**src/design/cdo_pkg.sv**
```systemverilog
`timescale 1ns / 1ps
`default_nettype none
// ----------------------------------------------------------------------------
// cdo_pkg: calendar date day offset shared definitions
// Result status codes, calendar constants, reciprocal constants for the
// fixed divisors and the month tables.
// ----------------------------------------------------------------------------
package cdo_pkg;

	typedef enum logic [1:0] {
		ST_OK           = 2'd0,
		ST_BAD_DATE     = 2'd1,
		ST_OUT_OF_RANGE = 2'd2
	} status_t;

	localparam logic [3:0]  MON_JAN = 4'd1;
	localparam logic [3:0]  MON_FEB = 4'd2;
	localparam logic [3:0]  MON_DEC = 4'd12;

	localparam logic [13:0] YEAR_BASE   = 14'd1901;
	// first year of the 400-year cycle the back conversion counts from
	localparam logic [13:0] CYCLE_BASE  = 14'd1601;
	// leap years in 1..1900
	localparam logic [11:0] LEAPS_1900  = 12'd460;
	// day number minus one plus the days from 1 Jan 1601 to 1 Jan 1901
	localparam logic [21:0] EPOCH_SHIFT = 22'd109571;

	localparam int DAYS_400Y = 146097;
	localparam int DAYS_100Y = 36524;
	localparam int DAYS_4Y   = 1461;
	localparam int DAYS_1Y   = 365;

	// ceil(2^k / d), exact for the operand ranges used
	localparam logic [12:0] RECIP_100  = 13'(((64'd1 << 19) + 64'd99) / 64'd100);
	localparam logic [22:0] RECIP_400Y = 23'(((64'd1 << 40) + 64'd146096) / 64'd146097);
	localparam logic [16:0] RECIP_4Y   = 17'(((64'd1 << 27) + 64'd1460) / 64'd1461);
	localparam logic [22:0] RECIP_7    = 23'(((64'd1 << 25) + 64'd6) / 64'd7);

	// length of a month in a common year, 0 for a code that is no month
	function automatic logic [4:0] month_len_f(input logic [3:0] mon);
		logic [4:0] len;
		len = 5'd0;
		if (mon inside {4'd4, 4'd6, 4'd9, 4'd11}) begin
			len = 5'd30;
		end else if (mon == MON_FEB) begin
			len = 5'd28;
		end else if (mon >= MON_JAN && mon <= MON_DEC) begin
			len = 5'd31;
		end
		return len;
	endfunction

	// days of a common year before the first of the month
	function automatic logic [8:0] cum_days_f(input logic [3:0] mon);
		logic [8:0] cum;
		case (mon)
			4'd1:    cum = 9'd0;
			4'd2:    cum = 9'd31;
			4'd3:    cum = 9'd59;
			4'd4:    cum = 9'd90;
			4'd5:    cum = 9'd120;
			4'd6:    cum = 9'd151;
			4'd7:    cum = 9'd181;
			4'd8:    cum = 9'd212;
			4'd9:    cum = 9'd243;
			4'd10:   cum = 9'd273;
			4'd11:   cum = 9'd304;
			4'd12:   cum = 9'd334;
			default: cum = 9'd0;
		endcase
		return cum;
	endfunction

endpackage
`default_nettype wire

```
**src/design/calendar_date_day_offset.sv**
```systemverilog
`timescale 1ns / 1ps
`default_nettype none
// ----------------------------------------------------------------------------
// calendar_date_day_offset: Gregorian date plus signed day offset
// Converts a date to a day number (1 Jan 1901 is day 1), adds the offset,
// converts back and reports the new date, day number and weekday.
//
//   channel  dir  beat contents
//   s_axis   in   tdata: day_in, month_in, year_in, day_offset
//   m_axis   out  tdata: day_out, month_out, year_out, day_count, weekday
//                 tuser: status
//
// One beat per cycle sustained while m_axis is ready. The pipeline depth is
// set by the chain of reciprocal multiplies that split the day number into
// 400-year, century, 4-year and year parts. Reset clears only the stage
// valid bits. Each stage moves up when the next one is empty or moving, so
// bubbles close up under a stalled m_axis and s_axis keeps taking beats
// until all twelve stages are full.
// ----------------------------------------------------------------------------
module calendar_date_day_offset
	import cdo_pkg::*;
#(
	parameter int MAX_YEAR = 9999
) (
	input  wire logic        clk,
	input  wire logic        arst_n,
	input  wire logic        s_axis_tvalid,
	output      logic        s_axis_tready,
	// day_in[4:0], month_in[8:5], year_in[22:9], day_offset[45:23], zero[47:46]
	input  wire logic [47:0] s_axis_tdata,
	output      logic        m_axis_tvalid,
	input  wire logic        m_axis_tready,
	// day_out[4:0], month_out[8:5], year_out[22:9], day_count[44:23],
	// weekday[47:45]
	output      logic [47:0] m_axis_tdata,
	// status[1:0]
	output      logic [1:0]  m_axis_tuser
);

	localparam int NSTAGE = 12;
	// last valid day number: days up to 31 Dec MAX_YEAR
	localparam int LIMIT = 365 * (MAX_YEAR - 1900) + MAX_YEAR / 4 - MAX_YEAR / 100
		+ MAX_YEAR / 400 - 460;
	localparam logic signed [23:0] N_LIMIT = 24'(LIMIT);
	localparam logic [13:0] YEAR_MAX = 14'(MAX_YEAR);

	// stage valid bits and load enables
	logic [NSTAGE:1] vld_q;
	logic [NSTAGE:1] load;

	always_comb begin
		load[NSTAGE] = !vld_q[NSTAGE] || m_axis_tready;
		for (int i = NSTAGE - 1; i >= 1; i--) begin
			load[i] = !vld_q[i] || load[i + 1];
		end
	end

	always_ff @(posedge clk or negedge arst_n) begin
		if (!arst_n) begin
			vld_q <= '0;
		end else begin
			if (load[1]) begin
				vld_q[1] <= s_axis_tvalid;
			end
			for (int i = 2; i <= NSTAGE; i++) begin
				if (load[i]) begin
					vld_q[i] <= vld_q[i - 1];
				end
			end
		end
	end

	assign s_axis_tready = load[1];
	assign m_axis_tvalid = vld_q[NSTAGE];

	// ---------------------------------------------------------------- s1
	logic [4:0]         day_s1;
	logic [3:0]         month_s1;
	logic [13:0]        year_s1;
	logic signed [22:0] off_s1;

	// ---------------------------------------------------------------- s1 -> s2
	logic [26:0] cent_prod;
	logic [13:0] yrel;
	logic [21:0] y365_c;

	assign cent_prod = 27'(year_s1) * 27'(RECIP_100);
	assign yrel      = year_s1 - YEAR_BASE;
	assign y365_c    = 22'(yrel) * 22'(DAYS_1Y);

	logic [4:0]         day_s2;
	logic [3:0]         month_s2;
	logic [13:0]        year_s2;
	logic signed [22:0] off_s2;
	logic [7:0]         cent_s2;
	logic [21:0]        y365_s2;

	// ---------------------------------------------------------------- s2 -> s3
	logic [13:0] rem100;
	logic        century;
	logic        leap_in;
	logic [7:0]  cent_m1;
	logic [13:0] ym1;
	logic [11:0] leaps_c;
	logic [4:0]  mlen_c;
	logic        bad_c;
	logic [8:0]  doy0_c;

	always_comb begin
		rem100  = year_s2 - 14'(cent_s2) * 14'd100;
		century = (rem100 == 14'd0);
		leap_in = (year_s2[1:0] == 2'b00) && (!century || cent_s2[1:0] == 2'b00);
		// centuries up to year - 1
		cent_m1 = cent_s2 - 8'(century);
		ym1     = year_s2 - 14'd1;
		leaps_c = 12'(ym1 >> 2) - 12'(cent_m1) + 12'(cent_m1 >> 2) - LEAPS_1900;
		mlen_c  = (month_s2 == MON_FEB && leap_in) ? 5'd29 : month_len_f(month_s2);
		bad_c   = (month_s2 < MON_JAN) || (month_s2 > MON_DEC) || (year_s2 < YEAR_BASE)
			|| (year_s2 > YEAR_MAX) || (day_s2 == 5'd0) || (day_s2 > mlen_c);
		doy0_c  = cum_days_f(month_s2) + 9'(leap_in && month_s2 > MON_FEB) + 9'(day_s2);
	end

	logic               bad_s3;
	logic [11:0]        leaps_s3;
	logic [8:0]         doy0_s3;
	logic [21:0]        y365_s3;
	logic signed [22:0] off_s3;

	// ---------------------------------------------------------------- s3 -> s4
	logic [21:0] base_c;

	assign base_c = y365_s3 + 22'(leaps_s3) + 22'(doy0_s3);

	logic               bad_s4;
	logic [21:0]        base_s4;
	logic signed [22:0] off_s4;

	// ---------------------------------------------------------------- s4 -> s5
	logic signed [23:0] n_c;
	status_t            status_c;

	always_comb begin
		n_c = $signed({2'b00, base_s4}) + $signed({off_s4[22], off_s4});
		if (bad_s4) begin
			status_c = ST_BAD_DATE;
		end else if (n_c <= 24'sd0 || n_c > N_LIMIT) begin
			status_c = ST_OUT_OF_RANGE;
		end else begin
			status_c = ST_OK;
		end
	end

	status_t     status_s5;
	logic [21:0] n_s5;
	logic [21:0] z_s5;
	logic [21:0] n1_s5;

	// ---------------------------------------------------------------- s5 -> s6
	logic [44:0] p400;
	logic [44:0] p7;

	assign p400 = 45'(z_s5) * 45'(RECIP_400Y);
	assign p7   = 45'(n1_s5) * 45'(RECIP_7);

	status_t     status_s6;
	logic [21:0] n_s6;
	logic [21:0] z_s6;
	logic [21:0] n1_s6;
	logic [4:0]  q400_s6;
	logic [18:0] q7_s6;

	// ---------------------------------------------------------------- s6 -> s7
	logic [21:0] r400_full;
	logic [21:0] wd_full;
	logic [13:0] yr6_c;

	always_comb begin
		r400_full = z_s6 - 22'(q400_s6) * 22'(DAYS_400Y);
		wd_full   = n1_s6 - 22'(q7_s6) * 22'd7;
		yr6_c     = CYCLE_BASE + 14'(q400_s6) * 14'd400;
	end

	status_t     status_s7;
	logic [21:0] n_s7;
	logic [2:0]  wday_s7;
	logic [17:0] r400_s7;
	logic [13:0] yr_s7;

	// ---------------------------------------------------------------- s7 -> s8
	// century within the cycle; the last day of the cycle stays in century 3
	logic [1:0]  c_c;
	logic [17:0] r100_full;

	always_comb begin
		c_c = 2'(r400_s7 >= 18'(DAYS_100Y)) + 2'(r400_s7 >= 18'(2 * DAYS_100Y))
			+ 2'(r400_s7 >= 18'(3 * DAYS_100Y));
		r100_full = r400_s7 - 18'(c_c) * 18'(DAYS_100Y);
	end

	status_t     status_s8;
	logic [21:0] n_s8;
	logic [2:0]  wday_s8;
	logic [15:0] r2_s8;
	logic [13:0] yr_s8;
	logic [1:0]  c_s8;

	// ---------------------------------------------------------------- s8 -> s9
	logic [32:0] p4y;

	assign p4y = 33'(r2_s8) * 33'(RECIP_4Y);

	status_t     status_s9;
	logic [21:0] n_s9;
	logic [2:0]  wday_s9;
	logic [15:0] r2_s9;
	logic [13:0] yr_s9;
	logic [1:0]  c_s9;
	logic [4:0]  q4_s9;

	// ---------------------------------------------------------------- s9 -> s10
	logic [15:0] r4_full;

	assign r4_full = r2_s9 - 16'(q4_s9) * 16'(DAYS_4Y);

	status_t     status_s10;
	logic [21:0] n_s10;
	logic [2:0]  wday_s10;
	logic [10:0] r3_s10;
	logic [13:0] yr_s10;
	logic [1:0]  c_s10;
	logic [4:0]  q4_s10;

	// ---------------------------------------------------------------- s10 -> s11
	logic [1:0]  q1_c;
	logic [10:0] doy_full;
	logic        leap_out;

	always_comb begin
		q1_c = 2'(r3_s10 >= 11'(DAYS_1Y)) + 2'(r3_s10 >= 11'(2 * DAYS_1Y))
			+ 2'(r3_s10 >= 11'(3 * DAYS_1Y));
		doy_full = r3_s10 - 11'(q1_c) * 11'(DAYS_1Y);
		// fourth year of a group leaps, bar the century years other than 2000 mod 400
		leap_out = (q1_c == 2'd3) && (q4_s10 != 5'd24 || c_s10 == 2'd3);
	end

	status_t     status_s11;
	logic [21:0] n_s11;
	logic [2:0]  wday_s11;
	logic [8:0]  doy_s11;
	logic [13:0] yr_s11;
	logic        leap_s11;

	// ---------------------------------------------------------------- s11 -> s12
	logic [3:0] mon_c;
	logic [8:0] cum_c;
	logic [4:0] dom_c;

	always_comb begin
		mon_c = MON_JAN;
		for (int m = 2; m <= 12; m++) begin
			if (doy_s11 >= cum_days_f(4'(m)) + 9'(leap_s11 && m > 2)) begin
				mon_c = mon_c + 4'd1;
			end
		end
		cum_c = cum_days_f(mon_c) + 9'(leap_s11 && mon_c > MON_FEB);
		dom_c = 5'(doy_s11 - cum_c) + 5'd1;
	end

	status_t     status_s12;
	logic [4:0]  day_s12;
	logic [3:0]  month_s12;
	logic [13:0] year_s12;
	logic [21:0] count_s12;
	logic [2:0]  wday_s12;

	// ---------------------------------------------------------------- payload
	always_ff @(posedge clk) begin
		if (load[1]) begin
			day_s1   <= s_axis_tdata[4:0];
			month_s1 <= s_axis_tdata[8:5];
			year_s1  <= s_axis_tdata[22:9];
			off_s1   <= $signed(s_axis_tdata[45:23]);
		end
		if (load[2]) begin
			day_s2   <= day_s1;
			month_s2 <= month_s1;
			year_s2  <= year_s1;
			off_s2   <= off_s1;
			cent_s2  <= cent_prod[26:19];
			y365_s2  <= y365_c;
		end
		if (load[3]) begin
			bad_s3   <= bad_c;
			leaps_s3 <= leaps_c;
			doy0_s3  <= doy0_c;
			y365_s3  <= y365_s2;
			off_s3   <= off_s2;
		end
		if (load[4]) begin
			bad_s4  <= bad_s3;
			base_s4 <= base_c;
			off_s4  <= off_s3;
		end
		if (load[5]) begin
			status_s5 <= status_c;
			n_s5      <= n_c[21:0];
			z_s5      <= n_c[21:0] + EPOCH_SHIFT;
			n1_s5     <= n_c[21:0] + 22'd1;
		end
		if (load[6]) begin
			status_s6 <= status_s5;
			n_s6      <= n_s5;
			z_s6      <= z_s5;
			n1_s6     <= n1_s5;
			q400_s6   <= p400[44:40];
			q7_s6     <= p7[43:25];
		end
		if (load[7]) begin
			status_s7 <= status_s6;
			n_s7      <= n_s6;
			wday_s7   <= wd_full[2:0] + 3'd1;
			r400_s7   <= r400_full[17:0];
			yr_s7     <= yr6_c;
		end
		if (load[8]) begin
			status_s8 <= status_s7;
			n_s8      <= n_s7;
			wday_s8   <= wday_s7;
			r2_s8     <= r100_full[15:0];
			yr_s8     <= yr_s7 + 14'(c_c) * 14'd100;
			c_s8      <= c_c;
		end
		if (load[9]) begin
			status_s9 <= status_s8;
			n_s9      <= n_s8;
			wday_s9   <= wday_s8;
			r2_s9     <= r2_s8;
			yr_s9     <= yr_s8;
			c_s9      <= c_s8;
			q4_s9     <= p4y[31:27];
		end
		if (load[10]) begin
			status_s10 <= status_s9;
			n_s10      <= n_s9;
			wday_s10   <= wday_s9;
			r3_s10     <= r4_full[10:0];
			yr_s10     <= yr_s9 + 14'(q4_s9) * 14'd4;
			c_s10      <= c_s9;
			q4_s10     <= q4_s9;
		end
		if (load[11]) begin
			status_s11 <= status_s10;
			n_s11      <= n_s10;
			wday_s11   <= wday_s10;
			doy_s11    <= doy_full[8:0];
			yr_s11     <= yr_s10 + 14'(q1_c);
			leap_s11   <= leap_out;
		end
		if (load[12]) begin
			status_s12 <= status_s11;
			if (status_s11 == ST_OK) begin
				day_s12   <= dom_c;
				month_s12 <= mon_c;
				year_s12  <= yr_s11;
				count_s12 <= n_s11;
				wday_s12  <= wday_s11;
			end else begin
				day_s12   <= '0;
				month_s12 <= '0;
				year_s12  <= '0;
				count_s12 <= '0;
				wday_s12  <= '0;
			end
		end
	end

	assign m_axis_tdata = {wday_s12, count_s12, year_s12, month_s12, day_s12};
	assign m_axis_tuser = status_s12;

	// ---------------------------------------------------------------- checks
	a_err_zero: assert property (@(posedge clk) disable iff (!arst_n)
		m_axis_tvalid && m_axis_tuser != ST_OK |-> m_axis_tdata == '0)
		else $error("error beat carries non-zero data");

	a_ok_fields: assert property (@(posedge clk) disable iff (!arst_n)
		m_axis_tvalid && m_axis_tuser == ST_OK |->
			m_axis_tdata[8:5] >= MON_JAN && m_axis_tdata[8:5] <= MON_DEC
			&& m_axis_tdata[4:0] != 5'd0 && m_axis_tdata[47:45] != 3'd0
			&& m_axis_tdata[44:23] != 22'd0)
		else $error("good beat with an impossible date");

	a_ready_free: assert property (@(posedge clk) disable iff (!arst_n)
		!m_axis_tvalid |-> s_axis_tready)
		else $error("input stalled with the output stage empty");

endmodule
`default_nettype wire
```
**config.mk**
```make
export PLATFORM = sky130hd
export DESIGN_NAME = calendar_date_day_offset
export DESIGN_NICKNAME = d
export VERILOG_FILES = /design/src/design/cdo_pkg.sv /design/src/design/calendar_date_day_offset.sv
export SDC_FILE = /design/constraint.sdc
export NUM_CORES = 2
export LEC_CHECK = 0
export ABC_AREA = 1
export BUFFER_PORTS_ARGS = -buffer_cell sky130_fd_sc_hd__buf_2
export CAP_MARGIN = 20
export CORE_MARGIN = 3
export CORE_UTILIZATION = 27
export CTS_CLUSTER_SIZE = 30
export DETAILED_ROUTE_END_ITERATION = 10
export GPL_TIMING_DRIVEN = 0
export SLEW_MARGIN = 20
export SYNTH_ARGS = -nofsm -noshare
export SYNTH_HDL_FRONTEND = slang
export SYNTH_SLANG_ARGS = --single-unit
```
**constraint.sdc**
```tcl
create_clock -name clk -period 20.8 [get_ports clk]
set_input_delay 2.08 -clock clk [delete_from_list [all_inputs] [get_ports clk]]
set_output_delay 2.08 -clock clk [all_outputs]
set_load 0.005 [all_outputs]
```
==> metrics.md <==
| Metric | Value |
|---|---|
| Critical Path Max Stage Delay | `around 0.76 ns` |
| Synth async-reset ratio | `0.0172` |
| H-tree Lvls | `3` |
| Core Box Area | `206000 um2` |
| Final #Nets | `6571` |
| DR iter-0 viols | `1479` |
| DP Wirelength | `88800 um` |
| PostCTS Resize Cnt | `0` |
| Crit end category | `output pin` |
| Io pins | `104` |
| Top FF cell, synth | `edfxtp_1` |
| Max Cap Violations | `0` |
| WP buf/inv | `10` |
| Sequential share of the synthesized area | `0.370` |
| I/O Buffers | `101` |
| DRT Wirelength | `106000 um` |
| Final period util | `0.552` |
| Crit-path max FO | `83` |
| Die W | `463 um` |
| CTS tree | `done` |
| Unique masters post-synth | `68` |
| Max Fclk | `slightly below 90 MHz` |
| Synth Cell Area | `56300 um2` |
| FILL cells | `a little over 20000` |
| Total track usage | `0.102` |
| Layout area overhead | `11.5%` |
| Initial Utilization | `0.273` |
| Clock slew at reported path FFs | `0.06 ns` |
| RSZ-0062 raised after global routing | `no` |
| Setup TNS Final | `0 ns` |
| Hold WC Path Type | `reg -> reg` |
| Slew headroom | `0.309` |
| Max stage delay cell, worst path | `inv_2` |
| CTS buffer count | `73` |
| Post-synth EDFFs | `between 600 and 700` |
| Synthesized instance count | `4920` |
| Worst EP required | `18.72 ns` |
| Total grt overflow | `0` |
| CP Launch Type | `primary input` |
| Setup Skew | `~0.027 ns` |
| Pin count of the biggest net entering global routing | `84` |
| ANT cells | `0` |
| Post-CTS setup buffer count | `0` |
| Placer Congestion | `between 0.8 and 0.9` |
| Initial DRT Pass Iterations | `6` |
| Vias | `32900` |
| Crit path kind | `in -> out` |
| Number of synthesis warnings | `0` |
| Share of layout cells above drive strength 1 | `0.0685` |
| Max-slew violations | `0` |
| WP data arrival | `9.40 ns` |
| Skew-Pair Late Insertion Delay | `0.65 ns` |
| Status | `complete, no violations` |
| Final setup viols | `0` |
| First-pass GRT wire length | `179000 um` |
| Syn avg cell area | `roughly 11 um2` |
| CP top delay family | `buffers and inverters` |
| Via density | `about 4.2` |
| Post-Layout Cell Count | `about 7900` |
| Syn_nets | `6390` |
| Initial antenna violation count | `0` |
| Post-synthesis register bit count | `698` |
| Antenna viol nets, final | `0` |
| Final Hold Viols | `0` |
| Slew @ Worst Pin | `between 1 and 1.5 ns` |
| Die footprint | `214000 um2` |
| Post-CTS Hold Fix Bufs | `0` |
| Row cnt | `166` |
| Final min period | `11.48 ns` |
| Vias in the first global route | `35200` |
| Clock sinks | `698` |
| Die Y | `463 um` |
| DR WL/cell | `13.4 um` |
| CP Cell Sequence | `buf_2, nor2_1, inv_2, nor2_1, inv_2, nor2_1, clkinv_2, nor2_1, inv_2, buf_12, nor2_2, inv_2, buf_12, nor2_2, nand2_4, nor2_4, nand2_4, nor2_4, nand2_8, inv_1, nand2_4, buf_2` |
| Clk buf depth | `3` |
| Clk Tree Root Cell | `clkbuf_16` |
| Placed cells | `between 7000 and 8000` |
| # DRC | `0` |
-- per-layer routing --
layer  vias to the layer above  part of all wire  routed length [um]  GRT usage
met5                         -                 0                   0          0
met4                         0             0.019                2000     0.0233
met3                       136             0.034                3650     0.0158
met2                       484              0.49               52300      0.178
met1                     15900              0.45               48200      0.132
li1                      16400                 -                   -          -
-- cell usage after synthesis, types with 17 or more instances --
master | instances | area, um2
xor2_1 | 205 | 1800
fa_1 | 530 | 10600
nand2_1 | 400 | 1500
a21o_1 | 18 | 135
o21bai_1 | 17 | 128
nor2_1 | 201 | 754
ha_1 | 888 | 11100
nor3_1 | 30 | 150
a21oi_1 | 218 | 1090
inv_2 | 21 | 78.8
nand2_2 | 29 | 181
nand3_1 | 123 | 616
xnor2_1 | 81 | 709
edfxtp_1 | 677 | 20300
o21ai_0 | 97 | 485
nand4_1 | 22 | 138
inv_1 | 1136 | 4260
-- layout make-up --
| type | count | area, um2 | area share |
|---|---|---|---|
| buffer | 8 | 36.3 | 0.000578 |
| clock buffer | 85 | 1910 | 0.0305 |
| inverter | 1160 | 4360 | 0.0695 |
| clock inverter | 41 | 430 | 0.00686 |
| timing repair buffer | 106 | 613 | 0.00977 |
| multi-input combinational | 3054 | 31100 | 0.496 |
| tap | 2772 | 3470 | 0.0553 |
| sequential | 698 | 20800 | 0.332 |
-- registers in the layout, indices dropped and copies added, names as in the netlist, 14 cells and up, named ones only --
name / count
n_s6: 22
n_s7: 22
z_s5: 22
r2_s8: 16
y365_s2: 22
z_s6: 18
base_s4: 22
year_s1: 14
year_s2: 14
n_s9: 22
n_s8: 22
r400_s7: 18
n_s5: 22
n_s11: 22
off_s1: 23
off_s3: 23
count_s12: 22
y365_s3: 22
off_s2: 23
n_s10: 22
n1_s5: 21
year_s12: 14
off_s4: 23
yr_s11: 14
-- final timing paths --
| check | cells after the start | endpoint | slack, ns | startpoint |
|---|---|---|---|---|
| max | 22 | s_axis_tready | 9.32 | m_axis_tready |
| min | 0 | off_s4[21] | 0.41 | off_s3[21] |
| max reg2reg | 26 | register | 12.46 | vld_q[12] |
| min reg2reg | 0 | off_s4[21] | 0.41 | off_s3[21] |
| max in group asynchronous | 1 | vld_q[2] | 19.07 | arst_n |
| min in group asynchronous | 1 | vld_q[12] | 1.38 | arst_n |
-- layout by cell type (no fill, tap or decap), types with 27 or more instances in the layout --
| cell type | instances |
|---|---|
| a21oi_1 | 218 |
| buf_2 | 103 |
| clkbuf_16 | 75 |
| edfxtp_1 | 677 |
| fa_1 | 530 |
| ha_1 | 888 |
| inv_1 | 1132 |
| nand2_1 | 399 |
| nand2_2 | 27 |
| nand3_1 | 123 |
| nor2_1 | 201 |
| nor3_1 | 30 |
| o21ai_0 | 97 |
| xnor2_1 | 81 |
| xor2_1 | 205 |
-- kinds of logic after synthesis --
kind of cell	count (synthesis)	synth area share
flops	698	0.370
simple gates	899	0.0733
buf+inv	1168	0.0781
xor+xnor	294	0.0470
compound gates	443	0.0459
fa+ha+maj	1418	0.386
-- metrics by stage --
| stage | utilization | cell area (um2) | hold WS, ns | setup WS [ns] |
|---|---|---|---|---|
| 2_1_floorplan | - | 56300 | 0.400 | 9.11 |
| 3_3_place_gp | 0.293 | 60200 | 0.401 | 5.63 |
| 3_5_place_dp | 0.293 | 60400 | 0.405 | 8.49 |
| 4_1_cts | 0.305 | 62700 | 0.408 | 8.49 |
| 5_1_grt | 0.305 | 62700 | 0.416 | 8.35 |
| 6_report | 0.305 | 62700 | 0.406 | 9.32 |
Power is left out: the tool's default activity adds up to more than one toggle a clock period on the data nets, which glitch-free logic cannot reach.
